### config.mk
export PLATFORM = sky130hd
export DESIGN_NAME = baa_cordic_cell
export DESIGN_NICKNAME = d
export VERILOG_FILES = /design/src/rtl/baa_pkg.sv /design/src/rtl/baa_cordic_cell.sv
export SDC_FILE = /design/constraint.sdc
export NUM_CORES = 1
export LEC_CHECK = 0
export CAP_MARGIN = 40
export CORE_MARGIN = 2
export CORE_UTILIZATION = 34
export CTS_BUF_LIST = sky130_fd_sc_hd__clkbuf_4 sky130_fd_sc_hd__clkbuf_8 sky130_fd_sc_hd__clkbuf_16
export CTS_CLUSTER_SIZE = 10
export DETAILED_ROUTE_END_ITERATION = 7
export DONT_BUFFER_PORTS = 1
export GPL_TIMING_DRIVEN = 0
export SLEW_MARGIN = 20
export SYNTH_ARGS = -nofsm -noshare
export SYNTH_HDL_FRONTEND = slang
export SYNTH_SLANG_ARGS = --single-unit
### constraint.sdc
create_clock -name clock -period 7.8 [get_ports clock]
set_input_delay 1.56 -clock clock [delete_from_list [all_inputs] [get_ports clock]]
set_output_delay 1.56 -clock clock [all_outputs]
set_load 0.01 [all_outputs]
### src/rtl/baa_pkg.sv
// Package for the ballistic aim angle core.
// Holds the datapath widths, the drop constants and the arctangent table.
// No dependencies.
`timescale 1ns / 1ps

package baa_pkg;

   localparam int PosW = 17;
   localparam int SpdW = 14;
   localparam int OffW = 14;
   localparam int AngW = 17;

   localparam int ZmW = 16;
   localparam int Z2W = 32;
   localparam int S2W = 28;
   localparam int NumW = 48;
   localparam int DenW = 36;
   localparam int QuoW = 37;
   localparam int YpW = 38;
   localparam int MagW = 37;
   localparam int NrmW = 30;
   localparam int KW = 3;
   localparam int LenW = 6;
   localparam int YsqW = 60;
   localparam int R2W = 61;
   localparam int RadW = 62;
   localparam int RootW = 31;
   localparam int SqRemW = 33;
   localparam int CxW = 33;
   localparam int CaW = 25;

   localparam int CordicStepsDef = 16;
   localparam int CordicStepsMax = 32;

   localparam int DropNumK = 50176;
   localparam int DropDenK = 250;
   localparam int DropBiasK = 125;
   localparam int SlowSpd = 2;
   localparam int RoundBias = 128;
   localparam int RoundShift = 8;

   localparam logic signed [CaW-1:0] AngMax = 25'sd5898240;

   localparam logic [CaW-1:0] AtanTab [CordicStepsMax] = '{
      25'd2949120, 25'd1740967, 25'd919879, 25'd466945,
      25'd234379, 25'd117304, 25'd58666, 25'd29335,
      25'd14668, 25'd7334, 25'd3667, 25'd1833,
      25'd917, 25'd458, 25'd229, 25'd115,
      25'd57, 25'd29, 25'd14, 25'd7,
      25'd4, 25'd2, 25'd1, 25'd0,
      25'd0, 25'd0, 25'd0, 25'd0,
      25'd0, 25'd0, 25'd0, 25'd0
   };

endpackage

### src/rtl/baa_cordic_cell.sv
// One vectoring CORDIC iteration with a fixed shift and table angle.
// Depends on baa_pkg.
`timescale 1ns / 1ps

module baa_cordic_cell
   import baa_pkg::*;
#(
   parameter int STEP = 0,
   parameter int PW   = 1
)
(
   input  logic                  clock,
   input  logic                  reset,
   input  logic                  en,
   input  logic                  in_valid,
   input  logic signed [CxW-1:0] in_x,
   input  logic signed [CxW-1:0] in_y,
   input  logic signed [CaW-1:0] in_z,
   input  logic [PW-1:0]         in_pay,
   output logic                  out_valid,
   output logic signed [CxW-1:0] out_x,
   output logic signed [CxW-1:0] out_y,
   output logic signed [CaW-1:0] out_z,
   output logic [PW-1:0]         out_pay
);

   logic                  valid_ff;
   logic signed [CxW-1:0] x_ff, x_in, y_ff, y_in, dx, dy;
   logic signed [CaW-1:0] z_ff, z_in, ang;
   logic [PW-1:0]         pay_ff;

   always_comb begin
      dx  = in_y >>> STEP;
      dy  = in_x >>> STEP;
      ang = $signed(AtanTab[STEP]);
      if (!in_y[CxW-1]) begin
         x_in = in_x + dx;
         y_in = in_y - dy;
         z_in = in_z + ang;
      end else begin
         x_in = in_x - dx;
         y_in = in_y + dy;
         z_in = in_z - ang;
      end
   end

   always_ff @(posedge clock) begin
      if (reset) begin
         valid_ff <= 1'b0;
      end else if (en) begin
         valid_ff <= in_valid;
      end
   end

   always_ff @(posedge clock) begin
      if (en) begin
         x_ff   <= x_in;
         y_ff   <= y_in;
         z_ff   <= z_in;
         pay_ff <= in_pay;
      end
   end

   assign out_valid = valid_ff;
   assign out_x     = x_ff;
   assign out_y     = y_ff;
   assign out_z     = z_ff;
   assign out_pay   = pay_ff;

endmodule

Word-level counts from Yosys, hierarchy flattened
Index checks and enable logic that the tools add are counted.
- memory bits (read-only): 0
- bits of input ports: 96
- memories: 0
- word-level logic and storage cells: 13
- memory bits (writable): 0
- output and inout bits: 93
- latch bits: 0
- flip-flop bits (word level): 93
- divide/modulo/power cells: 0
- reductions and logical operators: 0
- $mul: 0
- muxes and demuxes: 3
- equal/unequal tests: 0
- add/subtract/negate cells: 5
- shift-type cells: 0
- bitwise logic cells: 0
- magnitude comparators: 0
- operators with widths (kind ; count):
    33-bit two-way mux ; 2
    33-bit subtractor ; 2
    33-bit adder ; 1
    25-bit by 23-bit adder with 25-bit output (second input constant) ; 1
    25-bit two-way mux ; 1
    25-bit by 23-bit subtractor with 25-bit output (second input constant) ; 1

Depth between registers and ports, before layout
- depth after elaboration: 2
- mapped depth: 13
- depth with buffers taken out: 12

Worst setup path after synthesis
OpenSTA, ideal clock, no wires.
- path kind: input-to-reg
- start point: in in_x[0]
- end point: reg y_ff[30] (netlist: out_y[30]) (data pin)
- buffers on the path: 0
- setup time: 0.268 ns
- arrival: 3.951 ns
- stages on the path: 11
- data required time: 7.532 ns
- slack: 3.580 ns
- cell sequence: ha_1 > fa_1 > nor2b_1 > o211ai_1 > a311o_1 > a31oi_2 > a311oi_1 > o211ai_2 > a221oi_1 > o32ai_1 > xnor2_1
- longest elaborated chain between the ends: 2
- elaborated cells between the ends (all ways): 3
- classes of those cells: add/sub: 2; mux: 1
- ends and longest elaborated chain (element ; line ; text):
    from (decl) ; baa_cordic_cell.sv:16 ; input logic signed [CxW-1:0] in_x,
    33-bit subtractor or 33-bit adder (tied branches) ; baa_cordic_cell.sv:38, baa_cordic_cell.sv:42 ;
    33-bit two-way mux (*) ; baa_cordic_cell.sv:36 ; if (!in_y[CxW-1]) begin
    named net y_in[30] ; baa_cordic_cell.sv:28 ; logic signed [CxW-1:0] x_ff, x_in, y_ff, y_in, dx, dy;
    to (signal assigned) ; baa_cordic_cell.sv:58 ; y_ff <= y_in;
    to (decl) ; baa_cordic_cell.sv:28 ;
The timed path passes the listed nets; every way through them passes the cells marked *.
A chain may end at the register's enable or synchronous reset.

Worst setup path in the final report
- start point: in in_x[0]
- end point: reg x_ff[30] (netlist: out_x[30]) (data pin)
- longest elaborated chain between the ends: 2
- elaborated cells between the ends (all ways): 3
- classes of those cells: add/sub: 2; mux: 1
- ends and longest elaborated chain (element ; line ; text):
    33-bit adder or 33-bit subtractor (tied branches) ; baa_cordic_cell.sv:37, baa_cordic_cell.sv:41 ;
    33-bit two-way mux (*) ; baa_cordic_cell.sv:36 ;
    named net x_in[30] ; baa_cordic_cell.sv:28 ;
    to (signal assigned) ; baa_cordic_cell.sv:57 ; x_ff <= x_in;
    to (decl) ; baa_cordic_cell.sv:28 ;
Marked as above.

==> results by group <==
Run status
  • Status: finished, final reports clean

Global route
  • Pin count of the biggest net entering global routing: 93
  • GRT Overall Usage: 20.02%
  • Vias in the first global route: around 7,000
  • Grt total ovfl: 0
  • First-pass GRT wire length: 40.16 mm
  • Initial antenna violation count: 0

Critical path
  • Crit. Startpoint: in_x[0]
  • Crit path launch type: input port
  • Setup crit end kind: flip-flop
  • Critical path capture point: out_x[30]
  • Crit Reg-Reg Endpoint: out_valid
  • R2R setup slack: 7.18 ns
  • WP data required: around 8 ns
  • R2R cell count: 2
  • FF-to-FF Start: out_valid
  • Kind of critical path: in2reg
  • CP Data Arrival Time: 4.80 ns
  • Worst-path fanout max: 7

Clock tree
  • Post_cts resized: 0
  • Longest Clk Path Bufs: 2
  • Clk sinks: 92
  • Clock root buffer master: clkbuf_16
  • Clock tree from TritonCTS: yes
  • Worst-Skew Late Latency: about 0.35 ns
  • Hold buffers post-CTS: 0
  • CTS Buf Count: 9
  • Clock transition at the registers of the reported paths: 0.07 ns
  • H-tree depth: 3
  • Postcts setup bufs: 0

Logic synthesis
  • Post-synthesis adder-cell area fraction: ~16%
  • Syn avg cell area: 9.016 sq um
  • Post-synthesis async set-or-reset flop share: 0%
  • Yosys top cell by area: edfxtp_1
  • Dominant cells by area after synthesis: edfxtp_1, ha_1, xnor2_1, a21oi_1, inv_1
  • Synth Area in XOR/XNOR: 7.320%
  • Synth top area share: between 30% and 40%
  • EDFF count, synth: between 90 and 100
  • Simple-gate area share of the yosys netlist: 11.01%
  • Sequential fraction of the synthesis area: 32.87%
  • Ys flop type: edfxtp_1
  • Syn Std Cell Area: 8376 sq um
  • Synth unique cells: 75
  • Gate Count Post-Synth: roughly 930
  • Post-synthesis mux area share: approximately 2%
  • Synth Area in Compound Gates: 23.51%
  • Synth cell count leaders: ha_1, inv_1, a21oi_1, edfxtp_1
  • Synth Warn #: 0
  • Main combinational cell family by area after synthesis: compound AO/OA/AOI/OAI gates
  • FF+latch count, synth: 92
  • Syn Nets: 1,132

Routing
  • DR top layer: met4
  • WL per Instance: between 20 and 25 um
  • Antenna-violating nets left: 0
  • 1st-iter DRT viols: slightly below 600
  • Metal-1 WL: approximately 11 mm
  • Drt total wl: 26.72 mm
  • Routed wl met2: roughly 13 mm
  • DR vias: between 7,000 and 8,000
  • TritonRoute pass-1 iters: 5
  • Vias/cell: 5.677
  • DRC: 0
  • Metal3 WL: around 2.5 mm

Timing
  • Measured slew at the worst slew-check pin: 0.8836 ns
  • Setup TNS Final: 0 ns
  • Max Slew Vio Count: 0
  • Skew final: 0 ns
  • Hold slack: 0.5548 ns
  • Final setup violation count: 0
  • Relative slew slack: around two fifths
  • Unrepaired setup endpoints after global routing: false
  • Max frequency: about 0.21 GHz
  • Post-layout min period: 4.706 ns
  • Tcrit/Tclk final: between 60% and 70%
  • Final hold vios: 0

Floorplan
  • Die Width: 161.0 um
  • Chip height: 161.0 um
  • Starting density of the core: between 30% and 40%
  • Num rows: 57
  • Die area: 25,900 sq um
  • Core ar.: 24,250 sq um
  • I/O Pins: 189

Job
  • MaxCap Viol Count: 0

Pwr
  • Combinational share of power: 29.7%
  • Reg power frac: between 40% and 50%
  • Clk pwr share: 27.7%
  • Worst VDD drop: around 77 uV
  • P_int: between 1000 and 1500 uW
  • Leakage power: 0.003746 uW
  • Switching share of power: 34.96%
  • Switching pwr: roughly 590 uW
  • Total power per unit cell area: 184.6 nW/um^2

Place
  • RePlAce Congestion: 0.8976
  • Post-DP HPWL: 20.89 mm
  • Buffers on Ports: 0

Finish
  • Area grow syn2layout: 8.739%
  • Share of cells above drive strength 1: approximately 4.6%
  • Diode count: 0
  • Final Net Count: 1,145

Worst hold path
  • Hold/Removal Path Class: reg2reg
  • Hold Crit Depth: 2
[sequential cells by signal, indices dropped and copies added, names as in the netlist]
signal and count:
out_pay 1, out_z 25, out_x 32, out_valid 1
out_y 33
[cells by family (layout without fill, tap and decap cells)]
kind of cell | after synthesis | count (layout)
AOI/OAI and AO/OA | 303 | 303
and+or+nand+nor | 190 | 190
buffers and inverters | 150 | 168
adders and majority gates | 107 | 107
DFF | 92 | 92
xor gates and xnor gates | 70 | 70
muxes | 17 | 17
[area by class of cell]
type | count | area [sq um]
timing repair buffer | 2 | 26.28
multi-input combinational | 687 | 5045
tap | 324 | 405.4
clock inverter | 5 | 60.06
buffer | 42 | 172.7
fill | 2490 | 15140
clock buffer | 11 | 240.2
inverter | 108 | 405.4
sequential | 92 | 2753
[cells in the final DEF, fill, tap and decap left out, types with 9 or more instances in the layout]
master     count
o21ai_1       10
edfxtp_1      91
xnor2_1       63
ha_1         103
clkbuf_1      26
a21o_1        22
clkbuf_16      9
nor2b_1       13
o21ai_0       49
inv_1        103
o21bai_1      23
a21oi_1       97
o22ai_1       10
nand3_1        9
a211oi_1      11
nor3_1        16
nand2_1       41
mux2i_1       16
nor2_1        63
[per-stage QoR]
| step | power [uW] | setup WS [ns] | std cells | utilization [%] | area [sq um] |
|---|---|---|---|---|---|
| after global routing | 1762 | 2.930 | 1271 | 37.56 | 9107 |
| after detailed placement | 1218 | 2.796 | 1255 | 36.32 | 8807 |
| after CTS | 1689 | 3.159 | 1271 | 37.56 | 9107 |
| final | 1681 | 3.094 | 1271 | 37.56 | 9107 |
| after floorplan | 1075 | 3.580 | 929 | - | 8376 |
| after global placement | 1216 | 2.723 | 1253 | 36.21 | 8781 |
[worst min path at each step]
stage	startpoint	to	slack (ns)
after floorplan	out_valid	out_valid	0.53
after global placement	out_valid	out_valid	0.55
after detailed placement	out_valid	out_valid	0.56
after CTS	out_valid	out_valid	0.56
after global routing	out_valid	out_valid	0.60
final	out_valid	out_valid	0.55
[power groups by stage]
stage	registers, uW	logic, uW	clock network, uW
final	715	500	466
after global routing	722	546	494
after CTS	718	494	477
after detailed placement	728	490	0
after global placement	728	488	0
after floorplan	715	360	0
[layer usage]
layer	up-vias	global-route usage (%)
li1	3359	-
met1	3460	24.81
met3	43	5.940
met5	-	0
met4	0	6.453
met2	353	33.44
[critical path, stage by stage]
cell      delay [ns]
ha_1            0.20
fa_1            0.42
nor2b_1         0.16
o211ai_1        0.24
a311o_1         0.27
a31oi_2         0.23
a311oi_1        0.61
o211ai_2        0.24
a221oi_1        0.45
o22ai_1         0.23
xnor2_1         0.18
Power figures use the tool's default switching activity.
