## src/rtl/baa_pkg.sv

```systemverilog
// Package for the ballistic aim angle core.
// Holds the datapath widths, the drop constants and the arctangent table.
// No dependencies.
`timescale 1ns / 1ps

package baa_pkg;

   localparam int PosW = 17;
   localparam int SpdW = 14;
   localparam int OffW = 14;
   localparam int AngW = 17;

   localparam int ZmW = 16;
   localparam int Z2W = 32;
   localparam int S2W = 28;
   localparam int NumW = 48;
   localparam int DenW = 36;
   localparam int QuoW = 37;
   localparam int YpW = 38;
   localparam int MagW = 37;
   localparam int NrmW = 30;
   localparam int KW = 3;
   localparam int LenW = 6;
   localparam int YsqW = 60;
   localparam int R2W = 61;
   localparam int RadW = 62;
   localparam int RootW = 31;
   localparam int SqRemW = 33;
   localparam int CxW = 33;
   localparam int CaW = 25;

   localparam int CordicStepsDef = 16;
   localparam int CordicStepsMax = 32;

   localparam int DropNumK = 50176;
   localparam int DropDenK = 250;
   localparam int DropBiasK = 125;
   localparam int SlowSpd = 2;
   localparam int RoundBias = 128;
   localparam int RoundShift = 8;

   localparam logic signed [CaW-1:0] AngMax = 25'sd5898240;

   localparam logic [CaW-1:0] AtanTab [CordicStepsMax] = '{
      25'd2949120, 25'd1740967, 25'd919879, 25'd466945,
      25'd234379, 25'd117304, 25'd58666, 25'd29335,
      25'd14668, 25'd7334, 25'd3667, 25'd1833,
      25'd917, 25'd458, 25'd229, 25'd115,
      25'd57, 25'd29, 25'd14, 25'd7,
      25'd4, 25'd2, 25'd1, 25'd0,
      25'd0, 25'd0, 25'd0, 25'd0,
      25'd0, 25'd0, 25'd0, 25'd0
   };

endpackage

```

## src/rtl/baa_sqrt_cell.sv

```systemverilog
// One square root cell: yields one root bit per cycle while en is high, from two radicand bits.
// Depends on baa_pkg.
`timescale 1ns / 1ps

module baa_sqrt_cell
   import baa_pkg::*;
#(
   parameter int PW = 1
)
(
   input  logic              clock,
   input  logic              reset,
   input  logic              en,
   input  logic              in_valid,
   input  logic [RadW-1:0]   in_rad,
   input  logic [SqRemW-1:0] in_rem,
   input  logic [RootW-1:0]  in_root,
   input  logic [PW-1:0]     in_pay,
   output logic              out_valid,
   output logic [RadW-1:0]   out_rad,
   output logic [SqRemW-1:0] out_rem,
   output logic [RootW-1:0]  out_root,
   output logic [PW-1:0]     out_pay
);

   logic              valid_ff;
   logic [RadW-1:0]   rad_ff, rad_in;
   logic [SqRemW-1:0] rem_ff, rem_in;
   logic [RootW-1:0]  root_ff, root_in;
   logic [PW-1:0]     pay_ff;
   logic [SqRemW+1:0] trial, tst, diff;
   logic              ge;

   always_comb begin
      trial   = {in_rem, in_rad[RadW-1 -: 2]};
      tst     = (SqRemW+2)'({in_root, 2'b01});
      ge      = trial >= tst;
      diff    = trial - tst;
      rem_in  = ge ? diff[SqRemW-1:0] : trial[SqRemW-1:0];
      root_in = {in_root[RootW-2:0], ge};
      rad_in  = {in_rad[RadW-3:0], 2'b00};
   end

   always_ff @(posedge clock) begin
      if (reset) begin
         valid_ff <= 1'b0;
      end else if (en) begin
         valid_ff <= in_valid;
      end
   end

   always_ff @(posedge clock) begin
      if (en) begin
         rad_ff  <= rad_in;
         rem_ff  <= rem_in;
         root_ff <= root_in;
         pay_ff  <= in_pay;
      end
   end

   assign out_valid = valid_ff;
   assign out_rad   = rad_ff;
   assign out_rem   = rem_ff;
   assign out_root  = root_ff;
   assign out_pay   = pay_ff;

endmodule

```

## config.mk

```make
export PLATFORM = sky130hd
export DESIGN_NAME = baa_sqrt_cell
export DESIGN_NICKNAME = d
export VERILOG_FILES = /design/src/rtl/baa_pkg.sv /design/src/rtl/baa_sqrt_cell.sv
export SDC_FILE = /design/constraint.sdc
export NUM_CORES = 1
export LEC_CHECK = 0
export ABC_AREA = 1
export BUFFER_PORTS_ARGS = -buffer_cell sky130_fd_sc_hd__buf_2
export CAP_MARGIN = 20
export CORE_MARGIN = 1
export CORE_UTILIZATION = 30
export DETAILED_ROUTE_END_ITERATION = 16
export SLEW_MARGIN = 5
export SYNTH_ARGS = -nofsm -noshare
export SYNTH_HDL_FRONTEND = slang
export SYNTH_SLANG_ARGS = --single-unit
export TNS_END_PERCENT = 5
```

## constraint.sdc

```tcl
create_clock -name clock -period 2.15 [get_ports clock]
set_input_delay 0.43 -clock clock [delete_from_list [all_inputs] [get_ports clock]]
set_output_delay 0.43 -clock clock [all_outputs]
set_load 0.1 [all_outputs]
```

Yosys cells after proc, flatten, opt, wreduce, memory -nomap -nowiden
Cells that the tools add are included.

cells by class
  shifts and indexed selects = 0
  order comparisons = 1
  add/sub/neg operators = 1
  multiply operators = 0
  div/mod/pow operators = 0
  reductions and logical operators = 0
  bitwise gates (word level) = 0
  multiplexer cells = 1
  equal/unequal tests = 0

operator list
  operator        number
  $ge 35x33->1    1
  $mux 33         1
  $sub 33x33->33  1

word-level totals
  output and inout bits = 128
  memories kept = 0
  bits in registers = 126
  latch bits = 0
  logic and storage cells = 8
  RAM bits = 0
  ROM bits = 0
  input bits = 131

Longest topological paths before layout
Gate-level depths: netlist of run 1.

  word-level depth = 2
  depth in mapped cells = 15
  mapped depth without buffers = 14

Worst setup path before layout of run 1
OpenSTA, ideal clock, no wires.

  path kind = input -> register
  from = input in_root[28]
  to = register rem_ff[25] (netlist: out_rem[25]) (data pin)
  stages on the path = 12
  path slack = 138 ps
  arrival = 1759 ps
  cell sequence = inv_1 ha_1 nand2_1 inv_1 a21oi_1 nand2b_1 nand3_2 nor2_4 nand2_8 buf_12 nand3_2 nand2_1

on the way
  longest elaborated chain between the ends = 2

ends and longest elaborated chain
  element                 line                 source
  start: declaration      baa_sqrt_cell.sv:17  input logic [RootW-1:0] in_root,
  $ge 35x33->1            baa_sqrt_cell.sv:37  ge = trial >= tst;
  $mux 33                 baa_sqrt_cell.sv:39  rem_in = ge ? diff[SqRemW-1:0] : trial[SqRemW-1:0];
  named net rem_in[25]    baa_sqrt_cell.sv:28  logic [SqRemW-1:0] rem_ff, rem_in;
  end signal: assignment  baa_sqrt_cell.sv:55  rem_ff <= rem_in;
  end: declaration        baa_sqrt_cell.sv:28

The timed path passes the listed nets, and every way through them passes these cells.
A chain may end at the register's enable or synchronous reset.

Worst setup path in the final report of run 1
  from = input in_root[22]
  to = register rem_ff[30] (netlist: out_rem[30]) (data pin)

on the way
  longest elaborated chain between the ends = 2
  elaborated cells between the ends (all ways) = 3

ends and longest elaborated chain
  element                                         line
  $sub 33x33->33 or $ge 35x33->1 (tied branches)  baa_sqrt_cell.sv:38, baa_sqrt_cell.sv:37
  $mux 33 *                                       baa_sqrt_cell.sv:39
  named net rem_in[30]                            baa_sqrt_cell.sv:28

Mark *: on every way through the listed nets, which the timed path passes. The rest lies on a longest branch.

==> flow_metrics.tcl, run 1 <==
set metrics [dict create \
    busiest_layer "met2" \
    postCtsSetupBuffers 0 \
    grt_pass1_vias 6315 \
    post-route-period-util 0.899 \
    crit_end "out_rem[30]" \
    ys_seq_area_frac 0.530 \
    synth_xor_area_frac 0.0172 \
    critical_path_required_ps 2340 \
    hold_viol 0 \
    dieArea_um2 24400 \
    powerDensity_nw_per_um2 901 \
    slew_violations 0 \
    path_cells "buf_2, inv_1, ha_1, nand2_1, buf_4, nor2_1, inv_1, nor3_1, and2_1, nand2_1, nand2_1, nand2_1, nand3_2, nand2_1" \
    synth-simple-area-share 0.277 \
    cp-end-kind "flip-flop" \
    synthAdderAreaFrac 0.0580 \
    syn_area_um2 7120 \
    synthMuxAreaShare 0.00140 \
    ir_worst_vdd_mv 0.444 \
    track_usage 0.180 \
    r2r_cells 2 \
    place_inst 1490 \
    hold_buffers 0 \
    path_common_cell "nand2_1" \
    grt_max_degree 33 \
    multiInputGateArea_um2 2640 \
    met1_usage 0.209 \
    wl_per_cell_um 14.1 \
    finalSetupViolations 0 \
    drv_cap 0 \
    drc_errors 0 \
    cp-startpoint "in_root[22]" \
    crit_path_max_fanout 4 \
    final_common_cell "nand2_1" \
    cts_root_buf "clkbuf_16" \
    fin_crit_ps 1930 \
    instances_no_fill 1523 \
    row_count 56 \
    regArea_um2 3770 \
    skew_ps 0 \
    status "finished clean" \
    cp-start-kind "input port" \
    synth_cell_types 34 \
    worst-setup-path-type "in -> reg" \
    layout_common_cells "nand2_1 (291), buf_2 (255), inv_1 (156), edfxtp_1 (125), buf_4 (100)" \
    gp_congestion 0.872 \
    clock_latency_ps 430 \
    port_buffers 256 \
    hp-class "in -> reg" \
    arrival_ps 2120 \
    die_w_um 156 \
    cp_slowest_cell "ha_1" \
    drtIter0Drc 278 \
    via_per_inst 4.23 \
    critical-path-top-delay-family "simple AND/OR/NAND/NOR gates" \
    fin_nets 1354 \
    core_um2 23400 \
    synth-compound-area-share 0.0169 \
    antenna_found_initial 1 \
    slowest_delay_ps 350 \
    grt-ovfl-total 0 \
    cts_buffers 17 \
    rsz0062_at_grt "no" \
    antenna_left 0 \
    r2r_end "out_valid" \
    clock_path_buffers 2 \
    fmax_mhz 517 \
    synth_top_family_by_area "simple AND/OR/NAND/NOR gates" \
    met2_usage 0.319 \
    initial_utilization 0.304 \
    worstSetupPathDepth 14 \
    final_layout_size_suffix_gt1_frac 0.362 \
    synth_seq_cells 126 \
    final_area_um2 10200 \
    totalWireLength_um 21500 \
    cts_sinks 126 \
    tightest_slew_ps 532 \
    p_leak_uw 0.00537 \
    avgSynthCellArea_um2 8.71 \
    slew_headroom 0.648 \
    post_dp_cell_area_um2 9620 \
    htree_levels 4 \
    cts_tree "built" \
    worstPathBufferInverterCount 4 \
    post_cts_resized 0 \
    fill_cells 2441 \
    rrSetupSlack_ps 1560 \
    dr.pass1.iters 4 \
    areaGrowthSynthToFinish_pct 43.1 \
    r2r_start "out_valid" \
    io_pins 259 \
    die_h_um 156 \
    use_met3 0.0467 \
    hpwlAfterDp_um 17400 \
    path_clk_slew_ps 70 \
    grt_pass1_wl_um 32800 \
    vias 6435 \
    ys_warn_count 0 \
    netlist_instances 818 \
]
[cells in the mapped netlist]
master,count,share of area
buf_6,1,0.0016
or2_2,1,0.00088
nand2_8,1,0.0028
ha_1,33,0.058
inv_2,9,0.0047
nor2_2,7,0.0061
buf_2,6,0.0042
a21oi_1,20,0.014
inv_1,156,0.082
and2_1,3,0.0026
dfxtp_1,1,0.0028
buf_4,2,0.0021
and3_1,1,0.00088
nor2_1,36,0.019
nand4_1,5,0.0044
nand2b_1,1,0.00088
nor3_1,9,0.0063
buf_8,1,0.0021
buf_12,1,0.0028
nand3_1,58,0.041
mux2i_1,1,0.0014
o21ai_0,1,0.00070
o21bai_1,1,0.0011
edfxtp_1,125,0.53
conb_1,1,0.00053
nand2_1,291,0.15
nor2_4,1,0.0016
a211oi_1,1,0.0011
xnor2_1,1,0.0012
nand3b_1,9,0.0095
nand3_2,16,0.022
xor2_1,13,0.016
nand2_4,1,0.0016
nand2_2,4,0.0035
[logic make-up after synthesis]
group / count (synthesis)
compound gates: 23
xor+xnor: 14
fa+ha+maj: 33
buf+inv: 176
flops: 126
mux: 1
other cells: 1
simple gates: 444
[sequential cells by signal, indices dropped and copies added (netlist names)]
signal     flops
out_pay        1
out_rad       60
out_rem       33
out_root      31
out_valid      1
[final cells by class]
type	instances	area share
sequential	126	0.370
multi-input combinational	517	0.259
timing repair buffer	363	0.215
inverter	165	0.0608
clock buffer	17	0.0417
tap	319	0.0392
clock inverter	15	0.0141
antenna	1	0.000245
[report_power, final]
group	total, uW	internal (uW)	leakage, uW	switching (uW)
clock network	2840	1540	0.000280	1300
registers	3060	2990	0.00123	64.3
logic	3290	738	0.00386	2550
total	9190	5270	0.00537	3920
[worst min path at each step]
| stage | start | end | slack (ps) | cells after the start |
|---|---|---|---|---|
| 6_report | reset | out_valid | 150 | 2 |
| 5_1_grt | reset | out_valid | 150 | 2 |
| 4_1_cts | reset | out_valid | 140 | 2 |
| 3_5_place_dp | out_valid | out_valid | 520 | 2 |
| 3_3_place_gp | out_valid | out_valid | 470 | 2 |
| 2_1_floorplan | reset | out_valid | 500 | 1 |
[routing by layer]
layer  part of all wire  up-vias  routed length, um
met5                  0        -                  0
met4              0.017        0                359
met3              0.067       17               1430
met2               0.49      191              10600
met1               0.42     2885               9130
li1                   -     3342                  -
[through the flow]
step / total power, uW / utilization / setup WS (ps) / hold WS, ps / setup TNS, ps
2_1_floorplan: 5560 / - / 138 / 502 / 0
3_3_place_gp: 6410 / 0.411 / -201 / 473 / -5940
3_5_place_dp: 6430 / 0.411 / -217 / 518 / -6320
4_1_cts: 9310 / 0.436 / 231 / 139 / 0
5_1_grt: 9590 / 0.436 / 30.7 / 147 / 0
6_report: 9190 / 0.436 / 216 / 153 / 0
No activity file was read; power rests on OpenSTA's default activity.
==> inputs of run 2 (changes only) <==
--- a/config.mk
+++ b/config.mk
@@ -9,8 +9,9 @@
 export BUFFER_PORTS_ARGS = -buffer_cell sky130_fd_sc_hd__buf_2
 export CAP_MARGIN = 20
 export CORE_MARGIN = 1
-export CORE_UTILIZATION = 30
+export CORE_UTILIZATION = 50
 export DETAILED_ROUTE_END_ITERATION = 16
+export PLACE_DENSITY = 0.81
 export SLEW_MARGIN = 5
 export SYNTH_ARGS = -nofsm -noshare
 export SYNTH_HDL_FRONTEND = slang
==> run 2 against run 1 <==
Clock skew unchanged; count of clock-buffer cells in the layout up 4; sequential power hardly changed; utilization grew 28 points; flip-flop and latch count is the same; maximum frequency fell by 1.3%.
==> flow_metrics.tcl, run 2 (synthesis results as in run 1) <==
set metrics [dict create \
    r2r_cells 2 \
    dp_slack_ps -189 \
    drv_cap 0 \
    internal-power_uw 5520 \
    slowest_delay_ps 370 \
    core_um2 13900 \
    cts_sinks 126 \
    antenna_found_initial 2 \
    seqPwrFrac 0.332 \
    fill_cells 1120 \
    htree_levels 4 \
    slew_violations 0 \
    fin_nets 1341 \
    layout_common_cells "nand2_1 (291), buf_2 (255), inv_1 (156), edfxtp_1 (125), buf_4 (89)" \
    via_per_inst 4.80 \
    cts_root_buf "clkbuf_16" \
    min_path_cells 2 \
    comb_power_share 0.356 \
    hold_buffers 0 \
    path_clk_slew_ps 60 \
    track_usage 0.293 \
    wl_per_cell_um 15.3 \
    path_common_cell "nand2_1" \
    totalWireLength_um 21000 \
    post-route-period-util 0.912 \
    grt_max_degree 44 \
    final_area_um2 9900 \
    hp-class "in -> reg" \
    arrival_ps 2130 \
    cp-start-kind "input port" \
    ir_worst_vdd_mv 0.498 \
    post_dp_cell_area_um2 9320 \
    grt-ovfl-total 0 \
    slew_headroom 0.630 \
    dr.pass1.iters 5 \
    areaGrowthSynthToFinish_pct 39.0 \
    worstPathBufferInverterCount 3 \
    multiInputGateArea_um2 2640 \
    instances_no_fill 1371 \
    critical_path_required_ps 2320 \
    antenna_left 0 \
    total_power_uw 9230 \
    p_leak_uw 0.00529 \
    fin_crit_ps 1960 \
    worstSetupPathDepth 13 \
    powerDensity_nw_per_um2 933 \
    drc_errors 0 \
    final_common_cell "nand2_1" \
    rsz0062_at_grt "no" \
    port_buffers 256 \
    row_count 43 \
    cp-end-kind "flip-flop" \
    swShare 0.402 \
    initial_utilization 0.513 \
    grt_pass1_vias 6396 \
    net-switching-power_uw 3710 \
    vias 6580 \
    io_pins 259 \
    crit_path_max_fanout 14 \
    regArea_um2 3770 \
    hold_viol 0 \
    critical-path-top-delay-family "simple AND/OR/NAND/NOR gates" \
    largest_reg_flops 60 \
    die_h_um 121 \
    worst-setup-path-type "in -> reg" \
    post_cts_resized 0 \
    postCtsSetupBuffers 0 \
    timing.final.ws_setup_ps 190 \
    cts_buffers 17 \
    p_clk_frac 0.312 \
    skew_ps 0 \
    path_cells "buf_2, inv_1, ha_1, nand2_1, nor2_1, nand2_1, nor2_2, nand2_1, nand3_2, nor2_4, buf_4, nand3_1, nand2_1" \
    clock_path_buffers 2 \
    place_inst 1338 \
    hpwlAfterDp_um 16500 \
    die_w_um 121 \
    grt_pass1_wl_um 31800 \
    status "finished clean" \
    cp_slowest_cell "ha_1" \
    finalSetupViolations 0 \
    gp_congestion 0.890 \
    fmax_mhz 510 \
    clock_latency_ps 420 \
    worst_hold_slack_ps 165 \
    dieArea_um2 14700 \
    final_layout_size_suffix_gt1_frac 0.350 \
    cts_tree "built" \
    tightest_slew_ps 559 \
    drtIter0Drc 436 \
]
## run 2: worst reg2reg max path: stages, from the launching register on
cell and delay (ps):
dfxtp_1 320, mux2i_1 180, nor2_1 60
## run 2: path summary, 6_finish.rpt
kind / from / to / slack (ps)
max: in_root[16] / out_rem[26] / 190
min: reset / out_valid / 160
max reg2reg: out_valid / out_valid / 1490
min reg2reg: out_valid / out_valid / 560
## run 2: metal layers
| metal | GRT usage | vias to the layer above | wire [um] |
|---|---|---|---|
| li1 | - | 3316 | - |
| met1 | 0.337 | 2960 | 8260 |
| met2 | 0.513 | 264 | 10500 |
| met3 | 0.0789 | 38 | 1700 |
| met4 | 0.119 | 2 | 562 |
| met5 | 0 | - | 18 |
## run 2: power by group through the flow
stage / logic (uW) / clock network [uW] / registers (uW)
after floorplan: 718 / 0 / 4840
after global placement: 3230 / 0 / 3100
after detailed placement: 3270 / 0 / 3110
after CTS: 3280 / 2900 / 3070
after global routing: 3450 / 3020 / 3080
final: 3280 / 2880 / 3070
## run 2: cell type report
cell class | count | share of cell area
multi-input combinational | 517 | 0.267
timing repair buffer | 350 | 0.208
antenna | 1 | 0.000253
tap | 180 | 0.0227
inverter | 165 | 0.0626
sequential | 126 | 0.381
clock inverter | 11 | 0.0142
clock buffer | 21 | 0.0445
## run 2: per-stage QoR
stage                     utilization  setup TNS [ps]
after floorplan                     -               0
after global placement          0.671           -4180
after detailed placement        0.671           -4980
after CTS                       0.713               0
after global routing            0.713               0
final                           0.713               0
==> inputs of run 3 (changes only) <==
--- a/config.mk
+++ b/config.mk
@@ -9,9 +9,10 @@
 export BUFFER_PORTS_ARGS = -buffer_cell sky130_fd_sc_hd__buf_2
 export CAP_MARGIN = 20
 export CORE_MARGIN = 1
-export CORE_UTILIZATION = 50
+export CORE_UTILIZATION = 52
+export CTS_BUF_LIST = sky130_fd_sc_hd__clkbuf_4 sky130_fd_sc_hd__clkbuf_8
 export DETAILED_ROUTE_END_ITERATION = 16
-export PLACE_DENSITY = 0.81
+export PLACE_DENSITY = 0.83
 export SLEW_MARGIN = 5
 export SYNTH_ARGS = -nofsm -noshare
 export SYNTH_HDL_FRONTEND = slang
==> run 3 against run 2 <==
Hold slack lost 28 ps; routed wire length fell by 5.8%; register-to-register slack better by 20 ps; design area is 2.2% lower.
==> flow_metrics.tcl, run 3 (synthesis results as in run 1) <==
set metrics [dict create \
    slowest_delay_ps 390 \
    cts_sinks 126 \
    row_count 42 \
    crit_path_max_fanout 7 \
    cp-start-kind "input port" \
    hp-class "in -> reg" \
    clock_path_buffers 2 \
    dr.pass1.iters 5 \
    slew_headroom 0.652 \
    final_area_um2 9690 \
    grt_pass1_vias 6068 \
    cp-end-kind "flip-flop" \
    dp_slack_ps -188 \
    comb_power_share 0.386 \
    cp_slowest_cell "ha_1" \
    p_clk_frac 0.254 \
    via_per_inst 4.79 \
    place_inst 1328 \
    regArea_um2 3770 \
    worstSetupPathDepth 14 \
    swShare 0.427 \
    hold_buffers 0 \
    powerDensity_nw_per_um2 874 \
    status "finished clean" \
    antenna_found_initial 2 \
    hold_viol 0 \
    post_cts_resized 0 \
    gp_congestion 0.919 \
    seqPwrFrac 0.361 \
    slew_violations 0 \
    cp-startpoint "in_root[0]" \
    core_um2 13300 \
    tightest_slew_ps 525 \
    fmax_mhz 518 \
    hpwlAfterDp_um 15600 \
    hp-start "reset" \
    final_layout_size_suffix_gt1_frac 0.350 \
    worst-setup-path-type "in -> reg" \
    r2r_start "out_valid" \
    fill_cells 1018 \
    drv_cap 0 \
    path_clk_slew_ps 80 \
    multiInputGateArea_um2 2640 \
    skew_ps 0 \
    post-route-period-util 0.897 \
    postCtsSetupBuffers 0 \
    drc_errors 0 \
    antenna_left 0 \
    drtIter0Drc 438 \
    areaGrowthSynthToFinish_pct 36.0 \
    p_leak_uw 0.00519 \
    rsz0062_at_grt "no" \
    internal-power_uw 4850 \
    critical-path-top-delay-family "simple AND/OR/NAND/NOR gates" \
    totalWireLength_um 19800 \
    r2r_cells 2 \
    fin_nets 1335 \
    finalSetupViolations 0 \
    timing.final.ws_setup_ps 221 \
    cts_root_buf "clkbuf_8" \
    largest_reg_flops 60 \
    track_usage 0.283 \
    instances_no_fill 1361 \
    clock_latency_ps 440 \
    grt_max_degree 72 \
    die_h_um 119 \
    ir_worst_vdd_mv 0.438 \
    worstPathBufferInverterCount 2 \
    initial_utilization 0.536 \
    path_cells "buf_2, inv_1, ha_1, nand2_1, nor2_1, nand2_1, nand3_1, nand2_1, nand2_1, nand2_1, nand2_1, nand2_1, nand3_2, nand2_1" \
    htree_levels 4 \
    wl_per_cell_um 14.5 \
    io_pins 259 \
    crit_end "out_rem[30]" \
    final_common_cell "nand2_1" \
    grt-ovfl-total 0 \
    critical_path_required_ps 2360 \
    cts_tree "built" \
    cts_buffers 17 \
    die_w_um 119 \
    port_buffers 256 \
    layout_common_cells "nand2_1 (291), buf_2 (255), inv_1 (156), edfxtp_1 (125), buf_4 (83)" \
    net-switching-power_uw 3610 \
    dieArea_um2 14200 \
    rrSetupSlack_ps 1510 \
    vias 6519 \
    worst_hold_slack_ps 136 \
    post-route-util 0.729 \
    path_common_cell "nand2_1" \
    fin_crit_ps 1930 \
    grt_pass1_wl_um 30200 \
    post_dp_cell_area_um2 9280 \
    r2r_end "out_valid" \
    arrival_ps 2140 \
]
run 3: worst min-delay path by stage:
| stage | cells after the start | endpoint |
|---|---|---|
| global placement | 2 | out_valid |
| CTS | 2 | out_valid |
| detailed placement | 2 | out_valid |
| finish | 2 | out_valid |
| floorplan | 1 | out_valid |
| global route | 1 | out_rad[31] |
run 3: layout make-up:
type / count / area share
sequential: 126 / 0.390
multi-input combinational: 517 / 0.273
timing repair buffer: 344 / 0.208
inverter: 165 / 0.0639
clock buffer: 18 / 0.0249
tap: 176 / 0.0227
clock inverter: 14 / 0.0172
antenna: 1 / 0.000258
run 3: stage by stage:
step	total power [uW]	TNS, ps
after floorplan	5560	0
after global placement	6310	-4970
after detailed placement	6360	-5550
after CTS	8490	0
after global routing	8770	0
final	8470	0
run 3: power groups by stage:
stage | Combinational, uW | Clock, uW | Sequential (uW)
after detailed placement | 3250 | 0 | 3100
after global routing | 3430 | 2280 | 3070
after floorplan | 718 | 0 | 4840
final | 3260 | 2150 | 3050
after CTS | 3270 | 2170 | 3060
after global placement | 3220 | 0 | 3090
run 3: routing by layer:
layer	track usage	wire (um)	share of wire
met1	0.328	7820	0.40
met2	0.504	10100	0.51
met3	0.0752	1430	0.072
met4	0.0957	444	0.022
met5	0	13	0.00066
