[config.mk]
export PLATFORM = sky130hd
export DESIGN_NAME = baa_norm_cell
export DESIGN_NICKNAME = d
export VERILOG_FILES = /design/src/rtl/baa_pkg.sv /design/src/rtl/baa_norm_cell.sv
export SDC_FILE = /design/constraint.sdc
export NUM_CORES = 1
export LEC_CHECK = 0
export BUFFER_PORTS_ARGS = -buffer_cell sky130_fd_sc_hd__buf_2
export CAP_MARGIN = 40
export CORE_UTILIZATION = 40
export DETAILED_ROUTE_END_ITERATION = 8
export HOLD_SLACK_MARGIN = 0.08
export PLACE_DENSITY_LB_ADDON = 0.15
export SETUP_SLACK_MARGIN = 0.3
export SYNTH_ARGS = -nofsm -noshare
export SYNTH_HDL_FRONTEND = slang
export SYNTH_SLANG_ARGS = --single-unit
[constraint.sdc]
create_clock -name clock -period 2.8 [get_ports clock]
set_input_delay 0.56 -clock clock [delete_from_list [all_inputs] [get_ports clock]]
set_output_delay 0.56 -clock clock [all_outputs]
set_load 0.03 [all_outputs]
[src/rtl/baa_pkg.sv]
// Package for the ballistic aim angle core.
// Holds the datapath widths, the drop constants and the arctangent table.
// No dependencies.
`timescale 1ns / 1ps

package baa_pkg;

   localparam int PosW = 17;
   localparam int SpdW = 14;
   localparam int OffW = 14;
   localparam int AngW = 17;

   localparam int ZmW = 16;
   localparam int Z2W = 32;
   localparam int S2W = 28;
   localparam int NumW = 48;
   localparam int DenW = 36;
   localparam int QuoW = 37;
   localparam int YpW = 38;
   localparam int MagW = 37;
   localparam int NrmW = 30;
   localparam int KW = 3;
   localparam int LenW = 6;
   localparam int YsqW = 60;
   localparam int R2W = 61;
   localparam int RadW = 62;
   localparam int RootW = 31;
   localparam int SqRemW = 33;
   localparam int CxW = 33;
   localparam int CaW = 25;

   localparam int CordicStepsDef = 16;
   localparam int CordicStepsMax = 32;

   localparam int DropNumK = 50176;
   localparam int DropDenK = 250;
   localparam int DropBiasK = 125;
   localparam int SlowSpd = 2;
   localparam int RoundBias = 128;
   localparam int RoundShift = 8;

   localparam logic signed [CaW-1:0] AngMax = 25'sd5898240;

   localparam logic [CaW-1:0] AtanTab [CordicStepsMax] = '{
      25'd2949120, 25'd1740967, 25'd919879, 25'd466945,
      25'd234379, 25'd117304, 25'd58666, 25'd29335,
      25'd14668, 25'd7334, 25'd3667, 25'd1833,
      25'd917, 25'd458, 25'd229, 25'd115,
      25'd57, 25'd29, 25'd14, 25'd7,
      25'd4, 25'd2, 25'd1, 25'd0,
      25'd0, 25'd0, 25'd0, 25'd0,
      25'd0, 25'd0, 25'd0, 25'd0
   };

endpackage

[src/rtl/baa_norm_cell.sv]
// Two-stage normalizer that scales a vector so its larger part lies in [2^29, 2^30).
// Depends on baa_pkg.
`timescale 1ns / 1ps

module baa_norm_cell
   import baa_pkg::*;
#(
   parameter int PW = 1
)
(
   input  logic            clock,
   input  logic            reset,
   input  logic            en,
   input  logic            in_valid,
   input  logic [MagW-1:0] in_a,
   input  logic [MagW-1:0] in_b,
   input  logic [PW-1:0]   in_pay,
   output logic            out_valid,
   output logic [NrmW-1:0] out_a,
   output logic [NrmW-1:0] out_b,
   output logic [PW-1:0]   out_pay
);

   logic                 v1_ff, v2_ff;
   logic [MagW-1:0]      a1_ff, b1_ff, m;
   logic [LenW-1:0]      len_ff, len_in;
   logic [PW-1:0]        p1_ff, p2_ff;
   logic [NrmW-1:0]      a2_ff, b2_ff;
   logic [MagW+NrmW-1:0] wa, wb;

   always_comb begin
      m      = in_a | in_b;
      len_in = '0;
      for (int i = 0; i < MagW; i++) begin
         if (m[i]) begin
            len_in = LenW'(i + 1);
         end
      end
      wa = {a1_ff, NrmW'(0)} >> len_ff;
      wb = {b1_ff, NrmW'(0)} >> len_ff;
   end

   always_ff @(posedge clock) begin
      if (reset) begin
         v1_ff <= 1'b0;
         v2_ff <= 1'b0;
      end else if (en) begin
         v1_ff <= in_valid;
         v2_ff <= v1_ff;
      end
   end

   always_ff @(posedge clock) begin
      if (en) begin
         a1_ff  <= in_a;
         b1_ff  <= in_b;
         len_ff <= len_in;
         p1_ff  <= in_pay;
         a2_ff  <= wa[NrmW-1:0];
         b2_ff  <= wb[NrmW-1:0];
         p2_ff  <= p1_ff;
      end
   end

   assign out_valid = v2_ff;
   assign out_a     = a2_ff;
   assign out_b     = b2_ff;
   assign out_pay   = p2_ff;

endmodule

Yosys cells after proc, flatten, opt, wreduce, memory -nomap -nowiden
Index checks and enable logic that the tools add are counted.
Widths: inputs -> output; s select.
{"block": "classes", "mul": 0, "bitwise_logic": 1, "shift": 2, "muxes": 36, "n_addsub": 0, "n_eq_ne": 0, "magnitude_cmp": 0, "div": 0, "n_reduce_logical": 2}
{"op": "$mux 6", "count": 30}
{"op": "$shr 67x6->30", "count": 2}
{"op": "$or 37x37->37", "count": 1}
{"op": "$mux 3", "count": 4}
{"op": "$reduce_or 6->1", "count": 1}
{"op": "$mux 1", "count": 2}
{"op": "$reduce_or 2->1", "count": 1}
{"block": "word_totals", "latch_bits": 0, "ramBits": 0, "n_memories": 0, "out_inout_bits": 62, "inputBits": 79, "ff_bits": 144, "romBits": 0}

Longest topological paths before layout
Gate-level depths: netlist (run 1).
{"block": "logic_depth", "word_depth": 37, "ltp_mapped": 10}

Worst setup path before layout (run 1)
Ideal clock, no wire load.
{"block": "synth_timing", "kind": "reg2reg", "from": "reg len_ff[0]", "to": "reg b2_ff[14] (netlist: out_b[14]), data pin", "setup_time_ns": 0.270, "path_buffers": 2, "path_stages_with_launch": 7, "slack_ns": 0.704, "synth_period_minus_slack_ns": 2.096, "required_ns": 2.530, "arrival_time_ns": 1.826, "cell_sequence": "edfxtp_1 buf_6 buf_2 mux2_2 mux4_2 a311oi_1 a21oi_1"}
{"block": "synth_via", "elab_chain_len": 1}
{"item": "start: declaration", "line": "baa_norm_cell.sv:26", "rtl": "logic [LenW-1:0] len_ff, len_in;"}
{"item": "start signal: assignment", "line": "baa_norm_cell.sv:57", "rtl": "len_ff <= len_in;"}
{"item": "$shr 67x6->30", "line": "baa_norm_cell.sv:40", "rtl": "wb = {b1_ff, NrmW'(0)} >> len_ff;"}
{"item": "named net wb[14]", "line": "baa_norm_cell.sv:29", "rtl": "logic [MagW+NrmW-1:0] wa, wb;"}
{"item": "end signal: assignment", "line": "baa_norm_cell.sv:60", "rtl": "b2_ff <= wb[NrmW-1:0];"}
{"item": "end: declaration", "line": "baa_norm_cell.sv:28", "rtl": "logic [NrmW-1:0] a2_ff, b2_ff;"}
The timed path passes the listed nets, and every way through them passes these cells.
A chain may end at the register's enable or synchronous reset.

Worst setup path in the final report (run 1)
{"block": "layout_timing", "from": "reg len_ff[0]", "to": "reg b2_ff[11] (netlist: out_b[11]), data pin"}
The elaborated chain is that of the path after synthesis.

==> impl_metrics.toml, run 1 <==
[synthesis]
synth_area_um2 = 9371
ys_warn_count = 0
synth_cell_types = 61
synth_seq_cells = 144
synth-async-reset-ratio_pct = 0
syn_area_per_cell_um2 = 11.20
synth_edf_count = 142
synthesis.nets = 916
synth_cells = 837
synthFlopType = "edfxtp_1"
yosysSeqAreaShare_pct = 45.93

[clocking]
clock_latency_ns = 0.43
clkTransAtPathRegs_ns = 0.07
cts_tree = "done"
htreeDepth = 4
cts_hold_buf = 0
clock-sinks = 144
cts_buffers = 17
cts_max_path_buffers = 2
cts_setup_buffers = 0
cts-root-buf = "clkbuf_16"

[grt]
grt_pass1_wl_mm = 47.11
grt_util_all_layers_pct = 26.87
antenna_found_initial = 0
grt_pass1_vias = 7533
grt_max_degree = 79
gr-total-overflow = 0

[worst_setup_path]
critPathMaxStageDelay_ns = 0.57
cp_slowest_cell = "mux4_2"
cp.buffers_inverters = 1
critical_path_class = "flop to flop"
worstPathArrival_ns = 2.66
crit_path_end_kind = "flop"
critPathMaxFanout = 18
worstPathRequired_ns = 2.99
startpoint_type = "flop"
crit_chain = "buf_12, mux4_2, nand2_1, o21ai_0, o21ai_1, o22ai_1, a21o_1"
path_delay_family = "compound AO/OA/AOI/OAI gates"

[power_and_ir_drop]
p_per_area_nw_per_um2 = 605.1
power_w = 0.006745
peakVddDrop_mv = 0.4137
p_leak_nw = 4.258

[placement]
hpwl_mm = 24.63
dpl_worst_slack_ns = 0.2924
dp_cells = 1270
io_buffers = 140
gp_routability_congestion = 0.9910

[cells_and_area]
multi_input_area_um2 = 4753
regArea_um2 = 4304
nFillCells = 2094
fin_nets = 1056
finalNonFillerCells = 1303
layout-drive-gt1-share_pct = 31.92
diodes = 0
syn_to_final_growth_pct = 18.94

[die]
fp.dieH_um = 155.1
rows = 55
die_w_um = 155.1
core-area_um2 = 22780
die_area_um2 = 24050
initial_core_util_pct = 41.14
num_io_pins = 141

[timing]
fmax_mhz = 405.5
tightest_slew_ns = 0.6613
fin_crit_ns = 2.466
setup_slack_ns = 0.3337
relSlewSlack_pct = 55.45
rsz0062_at_grt = "true"
skew_ns = 0.01212
hold_viol = 0
finalSetupTns_ns = 0
drv_slew = 0
min_period_over_period_pct = 88.08
setup_viol = 0

[run_status]
status = "finished, final reports clean"

[detailed_routing]
firstDrtPassIters = 7
drtIter0Drc = 754
drc_errors = 0
drt_wl_total_mm = 31.98
via_per_inst = 6.139
vias = 7999
post_drt_wl_per_cell_um = 24.55
ant_nets = 0

[min_path]
min_path_type = "input pin to flop"

[run]
max-cap-violations = 0
cells in the mapped netlist (all sizes together), types with 3 or more instances:
| cell type | count | area, µm² |
|---|---|---|
| nand3 | 14 | 70.07 |
| clkbuf | 30 | 112.6 |
| a211oi | 4 | 30.03 |
| a31oi | 8 | 50.05 |
| nor3 | 9 | 45.04 |
| mux2 | 72 | 810.8 |
| o2bb2ai | 8 | 70.07 |
| nand2 | 88 | 332.8 |
| o22a | 4 | 35.03 |
| a311oi | 3 | 26.28 |
| o21a | 6 | 45.04 |
| a211o | 3 | 26.28 |
| nand4 | 7 | 43.79 |
| and3 | 3 | 18.77 |
| nor2 | 64 | 240.2 |
| buf | 31 | 206.5 |
| o21ai | 65 | 329.1 |
| o211ai | 6 | 45.04 |
| nand2b | 5 | 31.28 |
| a21oi | 20 | 100.1 |
| a222oi | 4 | 40.04 |
| o31ai | 4 | 30.03 |
| o221ai | 11 | 96.34 |
| or3 | 4 | 25.02 |
| o41ai | 3 | 26.28 |
| nor4 | 13 | 81.33 |
| a221oi | 4 | 35.03 |
| o22ai | 37 | 231.5 |
| edfxtp | 142 | 4264 |
| a21o | 6 | 45.04 |
| mux4 | 23 | 518.0 |
| a2bb2oi | 4 | 35.03 |
| o32ai | 8 | 70.07 |
| mux2i | 96 | 973.4 |
cells by family after synthesis:
group                  share of synthesized area [%]
AND/OR/NAND/NOR                                10.04
multiplexers                                   24.57
AO/OA/AOI/OAI                                  15.90
flip-flops                                     45.93
buffers and inverters                          3.565
metrics by stage:
stage | cell area, µm² | hold WS [ns] | util [%]
after CTS | 11100 | 0.2778 | 48.72
final | 11150 | 0.2878 | 48.94
after global routing | 11150 | 0.2836 | 48.94
after detailed placement | 10550 | 0.4110 | 46.30
after global placement | 10550 | 0.4082 | 46.30
after floorplan | 9371 | 0.4003 | -
cell type report:
class	instances	area share (%)
sequential	144	38.61
timing repair buffer	182	10.18
inverter	4	0.1347
clock inverter	13	1.033
tap	313	3.513
clock buffer	19	3.884
multi-input combinational	628	42.64
layout by cell type, fill, tap and decap left out, types with 4 or more instances in the layout:
master,instances
o22a_1,4
buf_4,34
o2bb2ai_1,8
o221ai_1,11
edfxtp_1,142
nand4_1,7
mux4_2,23
o211ai_1,6
a21oi_1,20
o31ai_1,4
nand2_1,87
o32ai_1,8
nor2_1,64
a222oi_1,4
buf_12,6
buf_2,139
clkinvlp_4,5
mux2_2,72
a2bb2oi_1,4
a31oi_1,8
mux2i_1,92
nor4_1,13
nor3_1,9
or3_1,4
clkinv_1,4
nand2b_1,5
a21o_1,6
nand3_1,14
o22ai_1,37
clkbuf_16,18
o21a_1,6
a221oi_1,4
o21ai_1,16
o21ai_0,47
repair_timing:
item                                    CTS  global route
endpoints found under the setup margin    3            23
resized for setup                         2             9
cloned                                    0             1
pin swaps                                 0             1
registers in the layout, summed over array words and instances (netlist names):
signal and cells:
out_valid 1, out_a 30, a1_ff 37, len_ff 6, v1_ff 1, out_pay 1
out_b 30, b1_ff 37, p1_ff 1
final timing paths:
path	slack [ns]	cells past startpoint	end	from
setup reg to reg	0.33	7	out_b[11]$_DFFE_PP_	len_ff[0]$_SDFFCE_PP1P_
setup / recovery	0.33	7	out_b[11]$_DFFE_PP_	len_ff[0]$_SDFFCE_PP1P_
hold / removal	0.29	2	v1_ff$_SDFFE_PP0P_	reset
hold reg to reg	0.43	0	out_pay$_DFFE_PP_	p1_ff$_DFFE_PP_
routing by layer:
| layer | vias up | GRT usage [%] | part of all wire (%) |
|---|---|---|---|
| met5 | - | 0 | 0 |
| met3 | 57 | 4.791 | 7.8 |
| met4 | 0 | 12.45 | 3.7 |
| met1 | 3877 | 36.96 | 44 |
| met2 | 437 | 41.18 | 45 |
| li1 | 3628 | - | - |
power by group:
group / switching [W] / internal, W / total (W)
registers: 0.000114 / 0.00260 / 0.00272
clock network: 0.000945 / 0.00122 / 0.00216
logic: 0.00118 / 0.000687 / 0.00187
total: 0.00224 / 0.00451 / 0.00675
Note: power is estimated with default switching activity, not from simulation.
==> inputs of run 2 (changes only) <==
ABC_CLOCK_PERIOD_IN_PS = 2800   (was not set)
GPL_TIMING_DRIVEN = 0   (was not set)
SLEW_MARGIN = 10   (was not set)
==> run 2 against run 1 <==
Net effect: die area did not move; first-iteration DRC count fell by 0.66%; setup slack got worse by 0.014 ns; cell count rose by 1.8%; critical path type unchanged; critical endpoint is now out_a[3]$_DFFE_PP_; largest power group unchanged.
==> impl_metrics.toml, run 2 (synthesis gave the netlist of run 1 again) <==
[timing]
setup_slack_ns = 0.3195
relSlewSlack_pct = 54.88
fmax_mhz = 403.1
setup_viol = 0
skew_ns = 0.01915
tightest_slew_ns = 0.6580
drv_slew = 0
rsz0062_at_grt = "true"
fin_crit_ns = 2.481
hold_viol = 0
min_period_over_period_pct = 88.59

[die]
rows = 55
num_io_pins = 141
core-area_um2 = 22780
fp.dieH_um = 155.1
die_area_um2 = 24050
initial_core_util_pct = 41.14
die_w_um = 155.1

[grt]
use_met2_pct = 47.94
grt_use_met3_pct = 4.624
met1_usage_pct = 39.64
antenna_found_initial = 0
grt_pass1_wl_mm = 52.12
grt_pass1_vias = 7872
grt.busiest_layer = "met2"
gr-total-overflow = 0
grt_max_degree = 84
grt_util_all_layers_pct = 30.05

[detailed_routing]
post_drt_wl_per_cell_um = 26.84
drc_errors = 0
vias = 8190
firstDrtPassIters = 8
drtIter0Drc = 749
via_per_inst = 6.176
ant_nets = 0
drt_wl_total_mm = 35.59

[run]
max-cap-violations = 0

[clocking]
cts_buffers = 17
cts_max_path_buffers = 2
clock_latency_ns = 0.44
cts_tree = "done"
cts-root-buf = "clkbuf_16"
clock-sinks = 144
clkTransAtPathRegs_ns = 0.07
htreeDepth = 4

[worst_setup_path]
worstPathRequired_ns = 2.97
timing.rr.end = "out_a[3]$_DFFE_PP_"
startpoint_type = "flop"
critPathMaxFanout = 10
regToRegSetupSlack_ns = 0.32
reg2reg_depth = 7
critical_path_class = "flop to flop"
reg2reg_from = "len_ff[0]$_SDFFCE_PP1P_"
worstPathArrival_ns = 2.65
crit_path_end_kind = "flop"

[power_and_ir_drop]
p_leak_nw = 4.270
peakVddDrop_mv = 0.4034
p_per_area_nw_per_um2 = 618.9

[run_status]
status = "finished, final reports clean"

[placement]
place_area_um2 = 10520
hpwl_mm = 28.52
gp_routability_congestion = 0.9972
dpl_worst_slack_ns = -0.1765
io_buffers = 140

[cells_and_area]
fin_area_um2 = 11320
layout_commonest_cell = "buf_2"
layout-drive-gt1-share_pct = 34.65
syn_to_final_growth_pct = 20.75
top_regs = "a1_ff (37), b1_ff (37)"
mostFrequentLayoutCells = "buf_2 (148), edfxtp_1 (142), nand2_1 (87)"
fin_nets = 1079
diodes = 0

[min_path]
holdPathStages = 2
hold_start = "reset"
min_path_type = "input pin to flop"
hold_end = "v1_ff$_SDFFE_PP0P_"
run 2: cell types whose count changed in the layout (fill, tap and decap cells not counted), moves of 8 or more:
| cell | before | now |
|---|---|---|
| clkbuf_1 | 2 | 16 |
| mux2i_1 | 92 | 73 |
| buf_2 | 139 | 148 |
| clkbuf_2 | 0 | 15 |
| buf_4 | 34 | 4 |
| buf_6 | 1 | 9 |
| mux2i_2 | 3 | 19 |
run 2: worst max-delay path by stage:
stage | cells past startpoint | slack [ns] | startpoint | endpoint
final | 7 | 0.32 | len_ff[0]$_SDFFCE_PP1P_ | out_a[3]$_DFFE_PP_
after detailed placement | 6 | -0.18 | len_ff[2]$_SDFFCE_PP1P_ | out_a[7]$_DFFE_PP_
after CTS | 8 | 0.24 | len_ff[0]$_SDFFCE_PP1P_ | out_b[20]$_DFFE_PP_
after global routing | 8 | 0.27 | len_ff[0]$_SDFFCE_PP1P_ | out_a[13]$_DFFE_PP_
after floorplan | 6 | 0.70 | len_ff[0]$_SDFFCE_PP1P_ | out_b[14]$_DFFE_PP_
after global placement | 3 | -0.50 | en | out_valid$_SDFFE_PP0P_
run 2: metal layers:
layer  share of wire (%)  vias up  wire length, µm
met3                 6.5      103             2321
li1                    -     3669                -
met4                 5.3        0             1878
met1                  43     3971            15280
met5                   0        -                0
met2                  45      447            16110
run 2: cell type report:
type                            count  area, µm²
Clock inverter                     15      163.9
Buffer                             61      376.6
Sequential cell                   144       4304
Inverter                            4      15.01
Timing Repair Buffer              144      763.2
Multi-Input combinational cell    628       4876
Clock buffer                       17      425.4
Tap cell                          313      391.6
Fill cell                        2087      11460
run 2: through the flow:
stage / total power, W / TNS (ns) / hold slack (ns) / util [%] / cells
after floorplan: 0.003877 / 0 / 0.4003 / - / 837
after global placement: 0.004616 / -66.63 / 0.4036 / 45.94 / 1290
after global routing: 0.007225 / 0 / 0.2928 / 49.68 / 1326
final: 0.007003 / 0 / 0.2929 / 49.68 / 1326
after detailed placement: 0.004598 / -0.5554 / 0.4114 / 46.18 / 1293
after CTS: 0.006911 / 0 / 0.2890 / 49.03 / 1325
run 2: power breakdown:
group	total, W	leakage, nW	switching (W)	internal (W)
registers	0.00270	1.43	0.000101	0.00260
clock network	0.00231	0.280	0.00104	0.00127
logic	0.00200	2.56	0.00129	0.000708
run 2: what timing repair did:
action                                  4_1_cts  5_1_grt
hold buffers                                  0        0
pin swaps                                     0        1
setup buffers                                 0        1
endpoints found under the setup margin       50       55
resized for setup                            25       63
run 2: worst max-delay path, stage by stage (launching register included):
cell and delay, ns:
edfxtp_1 0.34, buf_6 0.16, clkbuf_4 0.26, mux4_2 0.61, nand2_1 0.13, o21ai_1 0.18
a222oi_1 0.41, o21ai_1 0.12
==> inputs of run 3 (changes only) <==
RECOVER_POWER = 100   (was not set)
==> run 3 against run 2 <==
Net effect: clock-buffer cell count unchanged; hold slack better by 0.0030 ns; register-to-register slack got worse by 0.15 ns.
==> impl_metrics.toml, run 3 (synthesis gave the netlist of run 1 again) <==
[run_status]
status = "finished, final reports clean"

[die]
num_io_pins = 141
die_w_um = 155.1
fp.dieH_um = 155.1
die_area_um2 = 24050
initial_core_util_pct = 41.14
rows = 55
core-area_um2 = 22780

[cells_and_area]
fin_nets = 1079
top_regs = "a1_ff (37), b1_ff (37)"
fin_area_um2 = 11120
finalNonFillerCells = 1326
mostFrequentLayoutCells = "clkbuf_1 (143), edfxtp_1 (142), nand2_1 (87)"
layout-drive-gt1-share_pct = 21.03
diodes = 0
layout_commonest_cell = "clkbuf_1"
syn_to_final_growth_pct = 18.69

[worst_setup_path]
cp-endpoint = "out_b[29]$_DFFE_PP_"
crit_path_end_kind = "flop"
worstPathArrival_ns = 2.79
critical_path_class = "flop to flop"
reg2reg_from = "len_ff[0]$_SDFFCE_PP1P_"
startpoint_type = "flop"
critPathLaunch = "len_ff[0]$_SDFFCE_PP1P_"
regToRegSetupSlack_ns = 0.17
timing.rr.end = "out_b[29]$_DFFE_PP_"
critPathMaxFanout = 10
reg2reg_depth = 7
worstPathRequired_ns = 2.95

[clocking]
cts_max_path_buffers = 2
htreeDepth = 4
cts_buffers = 17
clkTransAtPathRegs_ns = 0.07
clock_latency_ns = 0.43
cts_tree = "done"
cts-root-buf = "clkbuf_16"
clock-sinks = 144

[grt]
grt_max_degree = 84
grt_pass1_wl_mm = 52.12
gr-total-overflow = 0
grt_pass1_vias = 7872
grt_util_all_layers_pct = 30.05
antenna_found_initial = 0

[detailed_routing]
firstDrtPassIters = 6
ant_nets = 0
post_drt_wl_per_cell_um = 26.96
via_per_inst = 6.216
drt_wl_total_mm = 35.75
vias = 8243
drc_errors = 0
drtIter0Drc = 744

[placement]
io_buffers = 140
hpwl_mm = 28.52
dpl_worst_slack_ns = -0.1765
dp_cells = 1293
place_area_um2 = 10520
gp_routability_congestion = 0.9972

[timing]
tightest_slew_ns = 1.479
setup_viol = 0
relSlewSlack_pct = 1.420
setup_slack_ns = 0.1661
fin_crit_ns = 2.634
drv_slew = 0
rsz0062_at_grt = "true"
fmax_mhz = 379.7
hold_viol = 0
skew_ns = 0.01428
min_period_over_period_pct = 94.07

[power_and_ir_drop]
p_per_area_nw_per_um2 = 625.9
peakVddDrop_mv = 0.4044
p_leak_nw = 3.888

[min_path]
hold_start = "reset"
min_path_type = "input pin to flop"

[run]
max-cap-violations = 0
[run 3: cell count changes in the layout (fill, tap and decap cells not counted), moves of 2 or more]
cell and change:
buf_2 -128, clkbuf_1 +127, mux2_1 +8, mux2_2 -8
o21ai_0 +7, o21ai_1 -7, clkbuf_2 +3, clkbuf_4 -2
[run 3: worst max-delay path, stage by stage (launching register included)]
cell,delay [ns]
edfxtp_1,0.34
buf_6,0.16
clkbuf_2,0.32
mux2_1,0.42
mux2i_1,0.30
o21ai_0,0.24
o21ai_0,0.42
o2bb2ai_1,0.15
[run 3: metal layers]
layer	wire [µm]	track usage, %	vias to the layer above	part of all wire, %
li1	-	-	3674	-
met3	2571	4.624	103	7.2
met1	15210	39.64	3982	43
met4	2009	15.56	0	5.6
met2	15970	47.94	484	45
met5	0	0	-	0
[run 3: power by group]
part	internal (W)	switching (W)	total, W
logic	0.000658	0.00129	0.00195
clock network	0.00127	0.00104	0.00231
registers	0.00260	0.000104	0.00271
total	0.00453	0.00244	0.00696
[run 3: per-stage QoR]
step	TNS [ns]	hold WS, ns	util, %	total power, W
floorplan	0	0.4003	-	0.003877
global placement	-66.63	0.4036	45.94	0.004616
detailed placement	-0.5554	0.4114	46.18	0.004598
CTS	0	0.2890	49.03	0.006911
global route	0	0.2928	48.83	0.007179
finish	0	0.2960	48.83	0.006962
[run 3: layout make-up]
type / count / area [µm²]
clock buffer: 17 / 425.4
multi-input combinational: 628 / 4872
clock inverter: 15 / 163.9
sequential: 144 / 4304
tap: 313 / 391.6
inverter: 4 / 15.01
buffer: 61 / 370.4
fill: 2140 / 11650
timing repair buffer: 144 / 580.6
[run 3: worst min path at each step]
stage | slack [ns] | endpoint | cells after the start
detailed placement | 0.41 | out_pay$_DFFE_PP_ | 0
finish | 0.30 | v1_ff$_SDFFE_PP0P_ | 2
CTS | 0.29 | v1_ff$_SDFFE_PP0P_ | 2
global placement | 0.40 | out_pay$_DFFE_PP_ | 0
global route | 0.29 | out_valid$_SDFFE_PP0P_ | 2
floorplan | 0.40 | out_pay$_DFFE_PP_ | 0
[run 3: what timing repair did]
item,4_1_cts,5_1_grt
buffers inserted,0,1
hold buffers,0,0
pin swaps,0,1
gates resized for setup,25,63
setup endpoints to repair,50,55
